[src/design/cats_pkg.sv]
// ----------------------------------------------------------------------------
// cats_pkg: shared types and constants of the coil actuator test sequencer
// Sequencer states, register indexes, configuration, context and beat types.
// ----------------------------------------------------------------------------
package cats_pkg;

	typedef enum logic [2:0] {
		ST_IDLE   = 3'd0,
		ST_START  = 3'd1,
		ST_ON     = 3'd2,
		ST_OFF    = 3'd3,
		ST_STOP   = 3'd4,
		ST_END    = 3'd5,
		ST_RECONF = 3'd6
	} seq_state_t;

	typedef enum logic [2:0] {
		REG_ON_TIME         = 3'd0,
		REG_OFF_TIME        = 3'd1,
		REG_TOTAL_TIME      = 3'd2,
		REG_IDLE_HOLD       = 3'd3,
		REG_CODE_COIL_ONE   = 3'd4,
		REG_CODE_COIL_TWO   = 3'd5,
		REG_CODE_COIL_THREE = 3'd6,
		REG_CODE_COIL_FOUR  = 3'd7
	} cfg_reg_t;

	localparam int unsigned CFG_INDEX_W = 3;
	localparam int unsigned CFG_DATA_W  = 16;
	localparam int unsigned TICK_W      = 13;
	localparam int unsigned PULSE_W     = 17;

	localparam logic [TICK_W-1:0] TICK_LIMIT     = 13'd5000;
	localparam logic [15:0]       INTERVAL_LIMIT = 16'd50000;
	localparam logic [9:0]        PULSE_SCALE    = 10'd625;

	localparam logic [7:0] CODE_ONE_RST   = 8'd1;
	localparam logic [7:0] CODE_TWO_RST   = 8'd2;
	localparam logic [7:0] CODE_THREE_RST = 8'd3;
	localparam logic [7:0] CODE_FOUR_RST  = 8'd4;

	localparam logic [1:0] COIL_FOUR = 2'd3;

	typedef struct packed {
		logic [7:0]  on_time;
		logic [15:0] off_time;
		logic [15:0] total_time;
		logic [15:0] idle_hold;
		logic [7:0]  code_coil_one;
		logic [7:0]  code_coil_two;
		logic [7:0]  code_coil_three;
		logic [7:0]  code_coil_four;
	} cfg_t;

	typedef struct packed {
		seq_state_t        seq_state;
		seq_state_t        last_state;
		logic [7:0]        last_code;
		logic [TICK_W-1:0] hold_count;
		logic [TICK_W-1:0] remaining_ticks;
		logic [7:0]        command_time;
		logic [15:0]       interval_time;
		logic              relay_flag;
		logic              complete_flag;
	} ctx_t;

	typedef struct packed {
		logic       test_enable;
		logic [7:0] test_code;
		logic       driver_in_test_mode;
		logic       four_cylinder_engine;
	} tick_t;

	typedef struct packed {
		seq_state_t         test_state;
		logic               relay_command;
		logic               test_complete;
		logic [3:0]         coil_done;
		logic               pulse_start;
		logic [1:0]         pulse_coil;
		logic [PULSE_W-1:0] pulse_time;
		logic               enter_test_mode;
		logic               leave_test_mode;
	} result_t;

endpackage

[src/design/cats_tick_if.sv]
// ----------------------------------------------------------------------------
// cats_tick_if: tick channel
// One beat per sequencer tick, carrying the request and driver status.
// ----------------------------------------------------------------------------
interface cats_tick_if;
	logic       valid;
	logic       ready;
	logic       test_enable;
	logic [7:0] test_code;
	logic       driver_in_test_mode;
	logic       four_cylinder_engine;

	modport source (output valid, test_enable, test_code, driver_in_test_mode,
		four_cylinder_engine, input ready);
	modport sink (input valid, test_enable, test_code, driver_in_test_mode,
		four_cylinder_engine, output ready);
endinterface

[src/design/cats_result_if.sv]
// ----------------------------------------------------------------------------
// cats_result_if: result channel
// One beat per tick with the sequencer state and the driver requests.
// ----------------------------------------------------------------------------
interface cats_result_if;
	logic        valid;
	logic        ready;
	logic [2:0]  test_state;
	logic        relay_command;
	logic        test_complete;
	logic [3:0]  coil_done;
	logic        pulse_start;
	logic [1:0]  pulse_coil;
	logic [16:0] pulse_time;
	logic        enter_test_mode;
	logic        leave_test_mode;

	modport source (output valid, test_state, relay_command, test_complete, coil_done,
		pulse_start, pulse_coil, pulse_time, enter_test_mode, leave_test_mode,
		input ready);
	modport sink (input valid, test_state, relay_command, test_complete, coil_done,
		pulse_start, pulse_coil, pulse_time, enter_test_mode, leave_test_mode,
		output ready);
endinterface

[src/design/cats_cfg_if.sv]
// ----------------------------------------------------------------------------
// cats_cfg_if: configuration write channel
// Each beat writes one register, selected by index.
// ----------------------------------------------------------------------------
interface cats_cfg_if;
	logic        valid;
	logic        ready;
	logic [2:0]  index;
	logic [15:0] data;

	modport source (output valid, index, data, input ready);
	modport sink (input valid, index, data, output ready);
endinterface

[src/design/cats_regs.sv]
// ----------------------------------------------------------------------------
// cats_regs: configuration register file
// Holds the test timings and the four coil codes, written one beat at a time.
// ----------------------------------------------------------------------------
module cats_regs (
	input  logic          clk,
	input  logic          arst_n,
	cats_cfg_if.sink      cfg,
	output cats_pkg::cfg_t regs
);

	cats_pkg::cfg_t regs_q;

	assign cfg.ready = 1'b1;
	assign regs      = regs_q;

	always_ff @(posedge clk or negedge arst_n) begin
		if (!arst_n) begin
			regs_q.on_time         <= '0;
			regs_q.off_time        <= '0;
			regs_q.total_time      <= '0;
			regs_q.idle_hold       <= '0;
			regs_q.code_coil_one   <= cats_pkg::CODE_ONE_RST;
			regs_q.code_coil_two   <= cats_pkg::CODE_TWO_RST;
			regs_q.code_coil_three <= cats_pkg::CODE_THREE_RST;
			regs_q.code_coil_four  <= cats_pkg::CODE_FOUR_RST;
		end else if (cfg.valid) begin
			unique case (cats_pkg::cfg_reg_t'(cfg.index))
				cats_pkg::REG_ON_TIME:         regs_q.on_time         <= cfg.data[7:0];
				cats_pkg::REG_OFF_TIME:        regs_q.off_time        <= cfg.data;
				cats_pkg::REG_TOTAL_TIME:      regs_q.total_time      <= cfg.data;
				cats_pkg::REG_IDLE_HOLD:       regs_q.idle_hold       <= cfg.data;
				cats_pkg::REG_CODE_COIL_ONE:   regs_q.code_coil_one   <= cfg.data[7:0];
				cats_pkg::REG_CODE_COIL_TWO:   regs_q.code_coil_two   <= cfg.data[7:0];
				cats_pkg::REG_CODE_COIL_THREE: regs_q.code_coil_three <= cfg.data[7:0];
				cats_pkg::REG_CODE_COIL_FOUR:  regs_q.code_coil_four  <= cfg.data[7:0];
				default: ;
			endcase
		end
	end

endmodule

[src/design/cats_step.sv]
// ----------------------------------------------------------------------------
// cats_step: next-state and result logic for one tick
// Advances the sequencer once and derives the driver requests from the new state.
// ----------------------------------------------------------------------------
module cats_step #(
	parameter int unsigned SAMPLE_PERIOD = 10
) (
	input  cats_pkg::cfg_t    regs,
	input  cats_pkg::ctx_t    ctx,
	input  cats_pkg::tick_t   tick,
	output cats_pkg::ctx_t    ctx_nxt,
	output cats_pkg::result_t res
);

	localparam logic [7:0]  SP8  = 8'(SAMPLE_PERIOD);
	localparam logic [15:0] SP16 = {8'd0, SP8};
	localparam logic [16:0] SP17 = {9'd0, SP8};

	logic                          is_coil;
	logic [1:0]                    idx;
	logic                          ena;
	logic                          code_changed;
	logic [cats_pkg::TICK_W-1:0]   total_clamped;
	logic [cats_pkg::TICK_W-1:0]   hold_clamped;
	logic [16:0]                   off_sum;
	logic [16:0]                   off_left;
	logic [15:0]                   interval_load;
	logic                          may_pulse;
	logic [17:0]                   pulse_prod;

	// First matching code wins when codes are equal.
	always_comb begin
		is_coil = 1'b1;
		idx     = 2'd0;
		priority if (tick.test_code == regs.code_coil_one) idx = 2'd0;
		else if (tick.test_code == regs.code_coil_two)     idx = 2'd1;
		else if (tick.test_code == regs.code_coil_three)   idx = 2'd2;
		else if (tick.test_code == regs.code_coil_four)    idx = 2'd3;
		else is_coil = 1'b0;
	end

	assign ena          = tick.test_enable && is_coil;
	assign code_changed = tick.test_code != ctx.last_code;

	assign total_clamped = (regs.total_time > {3'd0, cats_pkg::TICK_LIMIT}) ?
		cats_pkg::TICK_LIMIT : regs.total_time[cats_pkg::TICK_W-1:0];
	assign hold_clamped  = (regs.idle_hold > {3'd0, cats_pkg::TICK_LIMIT}) ?
		cats_pkg::TICK_LIMIT : regs.idle_hold[cats_pkg::TICK_W-1:0];

	assign off_sum       = {9'd0, ctx.command_time} + {1'b0, regs.off_time};
	assign off_left      = (off_sum > SP17) ? off_sum - SP17 : '0;
	assign interval_load = (off_left > {1'b0, cats_pkg::INTERVAL_LIMIT}) ?
		cats_pkg::INTERVAL_LIMIT : off_left[15:0];

	always_comb begin
		ctx_nxt = ctx;
		unique case (ctx.seq_state)
			cats_pkg::ST_IDLE: begin
				if (ena && ctx.hold_count == '0) begin
					ctx_nxt.seq_state     = cats_pkg::ST_START;
					ctx_nxt.relay_flag    = 1'b1;
					ctx_nxt.complete_flag = 1'b0;
				end else if (ctx.hold_count != '0) begin
					ctx_nxt.hold_count = ctx.hold_count - 1'b1;
				end
			end
			cats_pkg::ST_START: begin
				if (ena) begin
					ctx_nxt.remaining_ticks = total_clamped;
					ctx_nxt.relay_flag      = 1'b1;
					ctx_nxt.complete_flag   = 1'b0;
					ctx_nxt.seq_state       = cats_pkg::ST_ON;
					ctx_nxt.command_time    = regs.on_time;
				end
			end
			cats_pkg::ST_ON, cats_pkg::ST_OFF: begin
				if (!ena || code_changed) begin
					ctx_nxt.seq_state     = cats_pkg::ST_STOP;
					ctx_nxt.relay_flag    = 1'b1;
					ctx_nxt.complete_flag = 1'b0;
					ctx_nxt.command_time  = '0;
				end else if (ctx.remaining_ticks <= 13'd1) begin
					ctx_nxt.seq_state     = cats_pkg::ST_RECONF;
					ctx_nxt.relay_flag    = 1'b1;
					ctx_nxt.complete_flag = 1'b0;
				end else begin
					ctx_nxt.remaining_ticks = ctx.remaining_ticks - 1'b1;
					if (ctx.seq_state == cats_pkg::ST_ON) begin
						if (ctx.command_time <= SP8) begin
							ctx_nxt.seq_state     = cats_pkg::ST_OFF;
							ctx_nxt.interval_time = interval_load;
							ctx_nxt.command_time  = '0;
						end else begin
							ctx_nxt.command_time = ctx.command_time - SP8;
						end
					end else begin
						if (ctx.interval_time <= SP16) begin
							ctx_nxt.seq_state    = cats_pkg::ST_ON;
							ctx_nxt.command_time = regs.on_time;
						end else begin
							ctx_nxt.interval_time = ctx.interval_time - SP16;
						end
					end
				end
			end
			cats_pkg::ST_STOP: begin
				ctx_nxt.hold_count    = hold_clamped;
				ctx_nxt.seq_state     = cats_pkg::ST_IDLE;
				ctx_nxt.relay_flag    = 1'b0;
				ctx_nxt.complete_flag = 1'b0;
			end
			cats_pkg::ST_END: begin
				if (ena) begin
					ctx_nxt.hold_count    = hold_clamped;
					ctx_nxt.seq_state     = cats_pkg::ST_IDLE;
					ctx_nxt.relay_flag    = 1'b0;
					ctx_nxt.complete_flag = 1'b0;
				end
			end
			cats_pkg::ST_RECONF: begin
				ctx_nxt.seq_state     = cats_pkg::ST_END;
				ctx_nxt.relay_flag    = 1'b0;
				ctx_nxt.complete_flag = 1'b1;
				ctx_nxt.command_time  = '0;
			end
			default: begin
				ctx_nxt.seq_state     = cats_pkg::ST_IDLE;
				ctx_nxt.relay_flag    = 1'b0;
				ctx_nxt.complete_flag = 1'b0;
			end
		endcase

		ctx_nxt.last_code = tick.test_code;
		// The pulse edge detector only follows the state while the driver is in test mode.
		if (tick.driver_in_test_mode) begin
			ctx_nxt.last_state = ctx_nxt.seq_state;
		end
	end

	assign may_pulse  = is_coil && (idx != cats_pkg::COIL_FOUR || tick.four_cylinder_engine);
	assign pulse_prod = {10'd0, ctx_nxt.command_time} * {8'd0, cats_pkg::PULSE_SCALE};

	always_comb begin
		res.test_state      = ctx_nxt.seq_state;
		res.relay_command   = ctx_nxt.relay_flag;
		res.test_complete   = ctx_nxt.complete_flag;
		res.coil_done       = (ctx_nxt.complete_flag && is_coil) ? 4'(1) << idx : 4'd0;
		res.pulse_start     = tick.driver_in_test_mode && may_pulse &&
			ctx_nxt.seq_state == cats_pkg::ST_ON && ctx.last_state != cats_pkg::ST_ON;
		res.pulse_coil      = res.pulse_start ? idx : 2'd0;
		res.pulse_time      = res.pulse_start ? pulse_prod[17:1] : '0;
		res.enter_test_mode = is_coil && ctx_nxt.seq_state == cats_pkg::ST_START;
		res.leave_test_mode = is_coil && (ctx_nxt.seq_state == cats_pkg::ST_STOP ||
			ctx_nxt.seq_state == cats_pkg::ST_RECONF);
	end

endmodule

[src/design/coil_actuator_test_sequencer.sv]
// ----------------------------------------------------------------------------
// coil_actuator_test_sequencer: ignition coil actuator test sequencer
// Steps a seven-state test sequence once per tick beat and reports the relay,
// completion and driver pulse requests for that tick.
// ----------------------------------------------------------------------------
// Usage:
//   tick   - one beat per sequencer tick (enable, code, driver mode, cylinders).
//   result - one beat per tick beat, in order, with the state after that tick.
//   cfg    - register writes (index 0..7); always ready. Write only while no
//            tick is in flight.
// Data path: a tick beat is held in an input register, stepped by a single pass
// of combinational logic, and the new context and the result are registered
// together in the output register that drives result. Throughput is one tick
// per cycle while result is not stalled.
// A stalled result holds the output register; the input register still takes
// one more beat, after which tick.ready falls until the result is taken.
// Reset returns the sequencer to idle with all counters and flags cleared,
// the timing registers to zero and the coil codes to one to four.
// ----------------------------------------------------------------------------
module coil_actuator_test_sequencer #(
	parameter int unsigned SAMPLE_PERIOD = 10
) (
	input  logic         clk,
	input  logic         arst_n,
	cats_tick_if.sink    tick,
	cats_result_if.source result,
	cats_cfg_if.sink     cfg
);

	cats_pkg::cfg_t    regs;
	cats_pkg::ctx_t    ctx_q;
	cats_pkg::ctx_t    ctx_nxt;
	cats_pkg::tick_t   tick_s1;
	logic              valid_s1;
	cats_pkg::result_t res;
	cats_pkg::result_t res_s2;
	logic              valid_s2;
	logic              out_free;
	logic              advance;

	cats_regs u_regs (
		.clk    (clk),
		.arst_n (arst_n),
		.cfg    (cfg),
		.regs   (regs)
	);

	cats_step #(
		.SAMPLE_PERIOD (SAMPLE_PERIOD)
	) u_step (
		.regs    (regs),
		.ctx     (ctx_q),
		.tick    (tick_s1),
		.ctx_nxt (ctx_nxt),
		.res     (res)
	);

	assign out_free   = !valid_s2 || result.ready;
	assign advance    = valid_s1 && out_free;
	assign tick.ready = !valid_s1 || out_free;

	always_ff @(posedge clk or negedge arst_n) begin
		if (!arst_n) begin
			valid_s1 <= 1'b0;
		end else if (tick.ready) begin
			valid_s1 <= tick.valid;
		end
	end

	always_ff @(posedge clk) begin
		if (tick.ready && tick.valid) begin
			tick_s1.test_enable          <= tick.test_enable;
			tick_s1.test_code            <= tick.test_code;
			tick_s1.driver_in_test_mode  <= tick.driver_in_test_mode;
			tick_s1.four_cylinder_engine <= tick.four_cylinder_engine;
		end
	end

	always_ff @(posedge clk or negedge arst_n) begin
		if (!arst_n) begin
			ctx_q.seq_state       <= cats_pkg::ST_IDLE;
			ctx_q.last_state      <= cats_pkg::ST_IDLE;
			ctx_q.last_code       <= cats_pkg::CODE_ONE_RST;
			ctx_q.hold_count      <= '0;
			ctx_q.remaining_ticks <= '0;
			ctx_q.command_time    <= '0;
			ctx_q.interval_time   <= '0;
			ctx_q.relay_flag      <= 1'b0;
			ctx_q.complete_flag   <= 1'b0;
		end else if (advance) begin
			ctx_q <= ctx_nxt;
		end
	end

	always_ff @(posedge clk or negedge arst_n) begin
		if (!arst_n) begin
			valid_s2 <= 1'b0;
		end else if (out_free) begin
			valid_s2 <= valid_s1;
		end
	end

	always_ff @(posedge clk) begin
		if (advance) begin
			res_s2 <= res;
		end
	end

	assign result.valid           = valid_s2;
	assign result.test_state      = res_s2.test_state;
	assign result.relay_command   = res_s2.relay_command;
	assign result.test_complete   = res_s2.test_complete;
	assign result.coil_done       = res_s2.coil_done;
	assign result.pulse_start     = res_s2.pulse_start;
	assign result.pulse_coil      = res_s2.pulse_coil;
	assign result.pulse_time      = res_s2.pulse_time;
	assign result.enter_test_mode = res_s2.enter_test_mode;
	assign result.leave_test_mode = res_s2.leave_test_mode;

endmodule

[src/flat_wrapper.sv]
// flat-port wrapper written by rule: the top's interface ports become plain ports
module coil_actuator_test_sequencer_flat 
#(
	parameter int unsigned SAMPLE_PERIOD = 10
)
  (clk, arst_n, tick_valid, tick_test_enable, tick_test_code, tick_driver_in_test_mode, tick_four_cylinder_engine, tick_ready, result_valid, result_test_state, result_relay_command, result_test_complete, result_coil_done, result_pulse_start, result_pulse_coil, result_pulse_time, result_enter_test_mode, result_leave_test_mode, result_ready, cfg_valid, cfg_index, cfg_data, cfg_ready);
  cats_tick_if tick_i ();
  cats_result_if result_i ();
  cats_cfg_if cfg_i ();
  input  logic clk;
  input  logic arst_n;
  input wire logic [$bits(tick_i.valid)-1:0] tick_valid;
  input wire logic [$bits(tick_i.test_enable)-1:0] tick_test_enable;
  input wire logic [$bits(tick_i.test_code)-1:0] tick_test_code;
  input wire logic [$bits(tick_i.driver_in_test_mode)-1:0] tick_driver_in_test_mode;
  input wire logic [$bits(tick_i.four_cylinder_engine)-1:0] tick_four_cylinder_engine;
  output wire logic [$bits(tick_i.ready)-1:0] tick_ready;
  output wire logic [$bits(result_i.valid)-1:0] result_valid;
  output wire logic [$bits(result_i.test_state)-1:0] result_test_state;
  output wire logic [$bits(result_i.relay_command)-1:0] result_relay_command;
  output wire logic [$bits(result_i.test_complete)-1:0] result_test_complete;
  output wire logic [$bits(result_i.coil_done)-1:0] result_coil_done;
  output wire logic [$bits(result_i.pulse_start)-1:0] result_pulse_start;
  output wire logic [$bits(result_i.pulse_coil)-1:0] result_pulse_coil;
  output wire logic [$bits(result_i.pulse_time)-1:0] result_pulse_time;
  output wire logic [$bits(result_i.enter_test_mode)-1:0] result_enter_test_mode;
  output wire logic [$bits(result_i.leave_test_mode)-1:0] result_leave_test_mode;
  input wire logic [$bits(result_i.ready)-1:0] result_ready;
  input wire logic [$bits(cfg_i.valid)-1:0] cfg_valid;
  input wire logic [$bits(cfg_i.index)-1:0] cfg_index;
  input wire logic [$bits(cfg_i.data)-1:0] cfg_data;
  output wire logic [$bits(cfg_i.ready)-1:0] cfg_ready;
  assign tick_i.valid = tick_valid;
  assign tick_i.test_enable = tick_test_enable;
  assign tick_i.test_code = tick_test_code;
  assign tick_i.driver_in_test_mode = tick_driver_in_test_mode;
  assign tick_i.four_cylinder_engine = tick_four_cylinder_engine;
  assign tick_ready = tick_i.ready;
  assign result_valid = result_i.valid;
  assign result_test_state = result_i.test_state;
  assign result_relay_command = result_i.relay_command;
  assign result_test_complete = result_i.test_complete;
  assign result_coil_done = result_i.coil_done;
  assign result_pulse_start = result_i.pulse_start;
  assign result_pulse_coil = result_i.pulse_coil;
  assign result_pulse_time = result_i.pulse_time;
  assign result_enter_test_mode = result_i.enter_test_mode;
  assign result_leave_test_mode = result_i.leave_test_mode;
  assign result_i.ready = result_ready;
  assign cfg_i.valid = cfg_valid;
  assign cfg_i.index = cfg_index;
  assign cfg_i.data = cfg_data;
  assign cfg_ready = cfg_i.ready;
  coil_actuator_test_sequencer #(.SAMPLE_PERIOD(SAMPLE_PERIOD)) u_core (.clk(clk), .arst_n(arst_n), .tick(tick_i), .result(result_i), .cfg(cfg_i));
endmodule
[config.mk]
export PLATFORM = sky130hd
export DESIGN_NAME = coil_actuator_test_sequencer_flat
export DESIGN_NICKNAME = d
export VERILOG_FILES = /design/src/design/cats_pkg.sv /design/src/design/cats_tick_if.sv /design/src/design/cats_result_if.sv /design/src/design/cats_cfg_if.sv /design/src/design/cats_regs.sv /design/src/design/cats_step.sv /design/src/design/coil_actuator_test_sequencer.sv /design/src/flat_wrapper.sv
export SDC_FILE = /design/constraint.sdc
export NUM_CORES = 1
export LEC_CHECK = 0
export ABC_CLOCK_PERIOD_IN_PS = 7100
export BUFFER_PORTS_ARGS = -buffer_cell sky130_fd_sc_hd__clkbuf_2
export CORE_MARGIN = 2
export CORE_UTILIZATION = 56
export DETAILED_ROUTE_END_ITERATION = 6
export PLACE_DENSITY = 0.83
export SYNTH_ARGS = -nofsm -noshare
export SYNTH_HDL_FRONTEND = slang
export SYNTH_SLANG_ARGS = --single-unit
[constraint.sdc]
create_clock -name clk -period 7.1 [get_ports clk]
set_clock_uncertainty 0.05 [all_clocks]
set_input_delay 1.42 -clock clk [delete_from_list [all_inputs] [get_ports clk]]
set_output_delay 1.42 -clock clk [all_outputs]
set_load 0.005 [all_outputs]
==> impl_results.rst <==
.. list-table::
   :header-rows: 1

   * - Metric
     - Value
   * - Run status
     - completed
   * - Critical path fanouts, max
     - 8
   * - Initial core utilization
     - 0.5681
   * - ANT nets after route
     - 0
   * - Critical Path Start Type
     - flip-flop
   * - Average wire per cell in the routed design
     - between 15 and 20 um
   * - Final worst path period need
     - between 6 and 7 ns
   * - Worst path setup slack after routing
     - 0.4534 ns
   * - Via count of the first global-routing pass
     - 8983
   * - Maximum level of the CTS H-tree
     - 4
   * - Placed Instance Area
     - roughly 0.013 mm2
   * - Total of buffers placed on input and output ports
     - 67
   * - Most frequent cells in the layout
     - sky130_fd_sc_hd__dfrtp_1 (150), sky130_fd_sc_hd__nand2_1 (115), sky130_fd_sc_hd__mux2_2 (95)
   * - Number of cell rows
     - 53
   * - Count of maximum capacitance violations
     - 0
   * - Wire length of the first global-routing pass
     - between 40 and 50 mm
   * - Layout cell share with drive strength beyond 1
     - 0.2051
   * - HPWL after detailed placement
     - around 20 mm
   * - Required @ worst endpoint
     - just over 7 ns
   * - Layout overhead on the synthesized area
     - 11.14%
   * - Number of enable-type register cells in the synthesized netlist
     - 42
   * - Cells after synthesis
     - between 1000 and 1500
   * - Setup Total Neg Slack
     - 0 ns
   * - Number of pins exceeding their max-slew limit in the final report
     - 0
   * - Antenna diodes
     - 0
   * - Chip height
     - around 150 um
   * - Critical Setup Path Class
     - reg -> reg
   * - Tightest Pin Transition
     - 1.270 ns
   * - Total via count after detailed routing
     - 9530
   * - CP Capture Type
     - flip-flop
   * - Total CTS buffers
     - 17
   * - Number of buffers on the longest clock path
     - 2
   * - Flops & latches, synth
     - a little under 200
   * - Tightest Hold Check Type
     - reg -> reg
   * - First-pass detailed-route iteration total
     - 5
   * - Worst supply voltage drop on vdd
     - 0.0001947 V
   * - Clk Latency, worst-skew pair
     - 0.45 ns
   * - Count of pins on the block boundary
     - 69
   * - Worst hold slack
     - 0.4253 ns
   * - Async set or reset register ratio after synthesis
     - 0.7879
   * - Buffer cell driving the clock tree root
     - sky130_fd_sc_hd__clkbuf_16
   * - Commonest non-fill, non-tap cell in the layout
     - sky130_fd_sc_hd__dfrtp_1
   * - Wirelength, routed
     - 27.94 mm
   * - Final RePlAce weighted congestion
     - 0.9593
   * - Antenna violations before repair
     - 0
   * - Total clock sinks
     - roughly 200
   * - Sequential area share after synthesis
     - 0.4345
   * - Final setup viols
     - 0
   * - Leakage
     - 5.733 nW
   * - Vias per cell
     - a little over 6
   * - Post-synth cell types
     - 84
   * - Mean instance size in the synthesized netlist
     - 9.987 um2
   * - Register-to-Register Setup Slack
     - roughly 0.45 ns
   * - Power density normalized to cell area
     - between 200 and 300 mW/mm2
   * - Aggregate global-route resource usage
     - 0.2540
   * - Tcrit/Tclk final
     - 0.9361
   * - Die ar.
     - 0.02244 mm2
   * - Cell area after synthesis
     - 0.01190 mm2
   * - CTS tree
     - built
   * - Total count of hold-check failures in the final report
     - 0
   * - Most instantiated flip-flop cell in the synthesis netlist
     - sky130_fd_sc_hd__dfrtp_1
   * - Clock edge transition at the registers on the reported setup and hold paths
     - 0.08 ns
   * - Number of remaining DRC errors
     - 0
   * - Detailed router's first-iteration violation count
     - 991
   * - Final #Nets
     - 1351
   * - Core box area
     - 0.02096 mm2
   * - Sum of overflow across all layers after global routing
     - 0
   * - Mapped Nets
     - 1293
   * - Maximum number of pins on one net before global-route repair
     - 90
   * - Final non-filler cell area
     - ~0.013 mm2
   * - Maximum frequency from static timing analysis
     - 150.5 MHz
   * - Data arrival time of the worst path
     - about 6.8 ns
   * - Worst setup slack before clock tree synthesis
     - about 0.22 ns
   * - Chip width
     - 149.8 um
   * - Yosys warns
     - 0
   * - Worst rel slew slack
     - 0.1471
-- critical path: stages, from the launching register on --
cell and delay (ns):
sky130_fd_sc_hd__dfrtp_1 0.45, sky130_fd_sc_hd__or4_1 0.60, sky130_fd_sc_hd__nor4_1 0.19, sky130_fd_sc_hd__buf_4 0.17, sky130_fd_sc_hd__o211a_1 0.36, sky130_fd_sc_hd__nor2_1 0.25, sky130_fd_sc_hd__o211ai_1 0.19, sky130_fd_sc_hd__o31ai_1 0.12
sky130_fd_sc_hd__o21ai_0 0.15, sky130_fd_sc_hd__o21a_1 0.17, sky130_fd_sc_hd__ha_1 0.23, sky130_fd_sc_hd__ha_1 0.28, sky130_fd_sc_hd__inv_1 0.06, sky130_fd_sc_hd__fa_1 0.50, sky130_fd_sc_hd__fa_1 0.55, sky130_fd_sc_hd__inv_1 0.07
sky130_fd_sc_hd__fa_1 0.45, sky130_fd_sc_hd__a21o_1 0.19, sky130_fd_sc_hd__a21oi_1 0.21, sky130_fd_sc_hd__o21bai_1 0.09, sky130_fd_sc_hd__a21oi_1 0.21, sky130_fd_sc_hd__o21bai_1 0.10, sky130_fd_sc_hd__a21oi_1 0.23, sky130_fd_sc_hd__o21bai_1 0.09
sky130_fd_sc_hd__a21oi_1 0.20, sky130_fd_sc_hd__xor2_1 0.18, sky130_fd_sc_hd__nor2_1 0.05
-- synthesized netlist by cell type, types with 13 or more instances --
master	instances	area [um2]
sky130_fd_sc_hd__a21oi_1	71	355.3
sky130_fd_sc_hd__and2_1	13	81.33
sky130_fd_sc_hd__buf_2	15	75.07
sky130_fd_sc_hd__clkbuf_1	29	108.9
sky130_fd_sc_hd__dfrtp_1	150	3754
sky130_fd_sc_hd__edfxtp_1	42	1261
sky130_fd_sc_hd__fa_1	13	260.3
sky130_fd_sc_hd__ha_1	53	663.1
sky130_fd_sc_hd__inv_1	56	210.2
sky130_fd_sc_hd__mux2_2	95	1070
sky130_fd_sc_hd__nand2_1	115	431.7
sky130_fd_sc_hd__nand3_1	25	125.1
sky130_fd_sc_hd__nor2_1	79	296.5
sky130_fd_sc_hd__nor3_1	29	145.1
sky130_fd_sc_hd__nor4_1	26	162.7
sky130_fd_sc_hd__o21ai_0	92	460.4
sky130_fd_sc_hd__xnor2_1	29	254.0
sky130_fd_sc_hd__xor2_1	43	376.6
-- area by class of cell --
cell class | instances | area [um2]
repair buffers | 88 | 499.2
well taps | 275 | 344.1
inverters | 58 | 217.7
clock inverters | 12 | 145.1
clock buffers | 20 | 479.2
flip-flops and latches | 198 | 5172
fillers | 1691 | 7725
multi-input cells | 887 | 6372
-- report_power, final --
group | leakage, nW | switching, W | internal [W]
Combinational | 3.08 | 0.000657 | 0.000478
Clock | 0.302 | 0.000467 | 0.000543
Sequential | 2.35 | 0.000181 | 0.00135
-- through the flow --
step             util  std cells  power (W)
2_1_floorplan       -       1192   0.002345
3_3_place_gp   0.5980       1504   0.002592
3_5_place_dp   0.5980       1504   0.002646
4_1_cts        0.6278       1536   0.003661
5_1_grt        0.6314       1538   0.003883
6_report       0.6314       1538   0.003680
-- cells by family (layout without fill, tap and decap cells) --
logic type | Yosys count | count (layout) | share of synthesized area
and+or+nand+nor | 365 | 365 | 0.1521
muxes | 95 | 95 | 0.08987
other | 1 | 1 | 0.0003150
adders and majority gates | 66 | 66 | 0.07757
xor gates and xnor gates | 72 | 72 | 0.05297
buffers and inverters | 107 | 178 | 0.03595
AOI/OAI and AO/OA | 288 | 288 | 0.1567
DFF | 198 | 198 | 0.4345
-- registers in the layout (all words and copies together) (netlist names) --
signal / flops
u_core.u_regs.regs: 88
u_core.ctx_q: 66
u_core.result.pulse_time: 17
u_core.tick_s1: 11
u_core.result.coil_done: 4
u_core.result.test_state: 3
u_core.result.pulse_coil: 2
u_core.result.enter_test_mode: 1
u_core.result.leave_test_mode: 1
u_core.result.pulse_start: 1
u_core.result.relay_command: 1
u_core.result.test_complete: 1
u_core.result.valid: 1
u_core.valid_s1: 1
-- final timing paths --
| check | start | to | depth (start not counted) |
|---|---|---|---|
| setup / recovery | u_core.ctx_q[32] | u_core.result.pulse_time[15] | 26 |
| hold / removal | u_core.ctx_q[52] | u_core.ctx_q[52] | 2 |
| setup reg to reg | u_core.ctx_q[32] | u_core.result.pulse_time[15] | 26 |
| hold reg to reg | u_core.ctx_q[52] | u_core.ctx_q[52] | 2 |
| max in group asynchronous | arst_n | u_core.ctx_q[60] | 2 |
| min in group asynchronous | arst_n | u_core.u_regs.regs[40] | 1 |
-- timing repair --
action                                  4_1_cts  5_1_grt
resized for setup                             0       11
endpoints found under the setup margin        0        4
hold buffers                                  0        0
endpoints found under the hold margin         0        0
buffers inserted                              0        2
-- per-layer routing --
metal | GRT usage | vias up | share of wire
met1 | 0.3319 | 4714 | 0.43
met2 | 0.4344 | 340 | 0.50
li1 | - | 4418 | -
met5 | 0 | - | 0
met3 | 0.03659 | 58 | 0.051
met4 | 0.08915 | 0 | 0.021
Note: power is estimated with default switching activity, not from simulation.
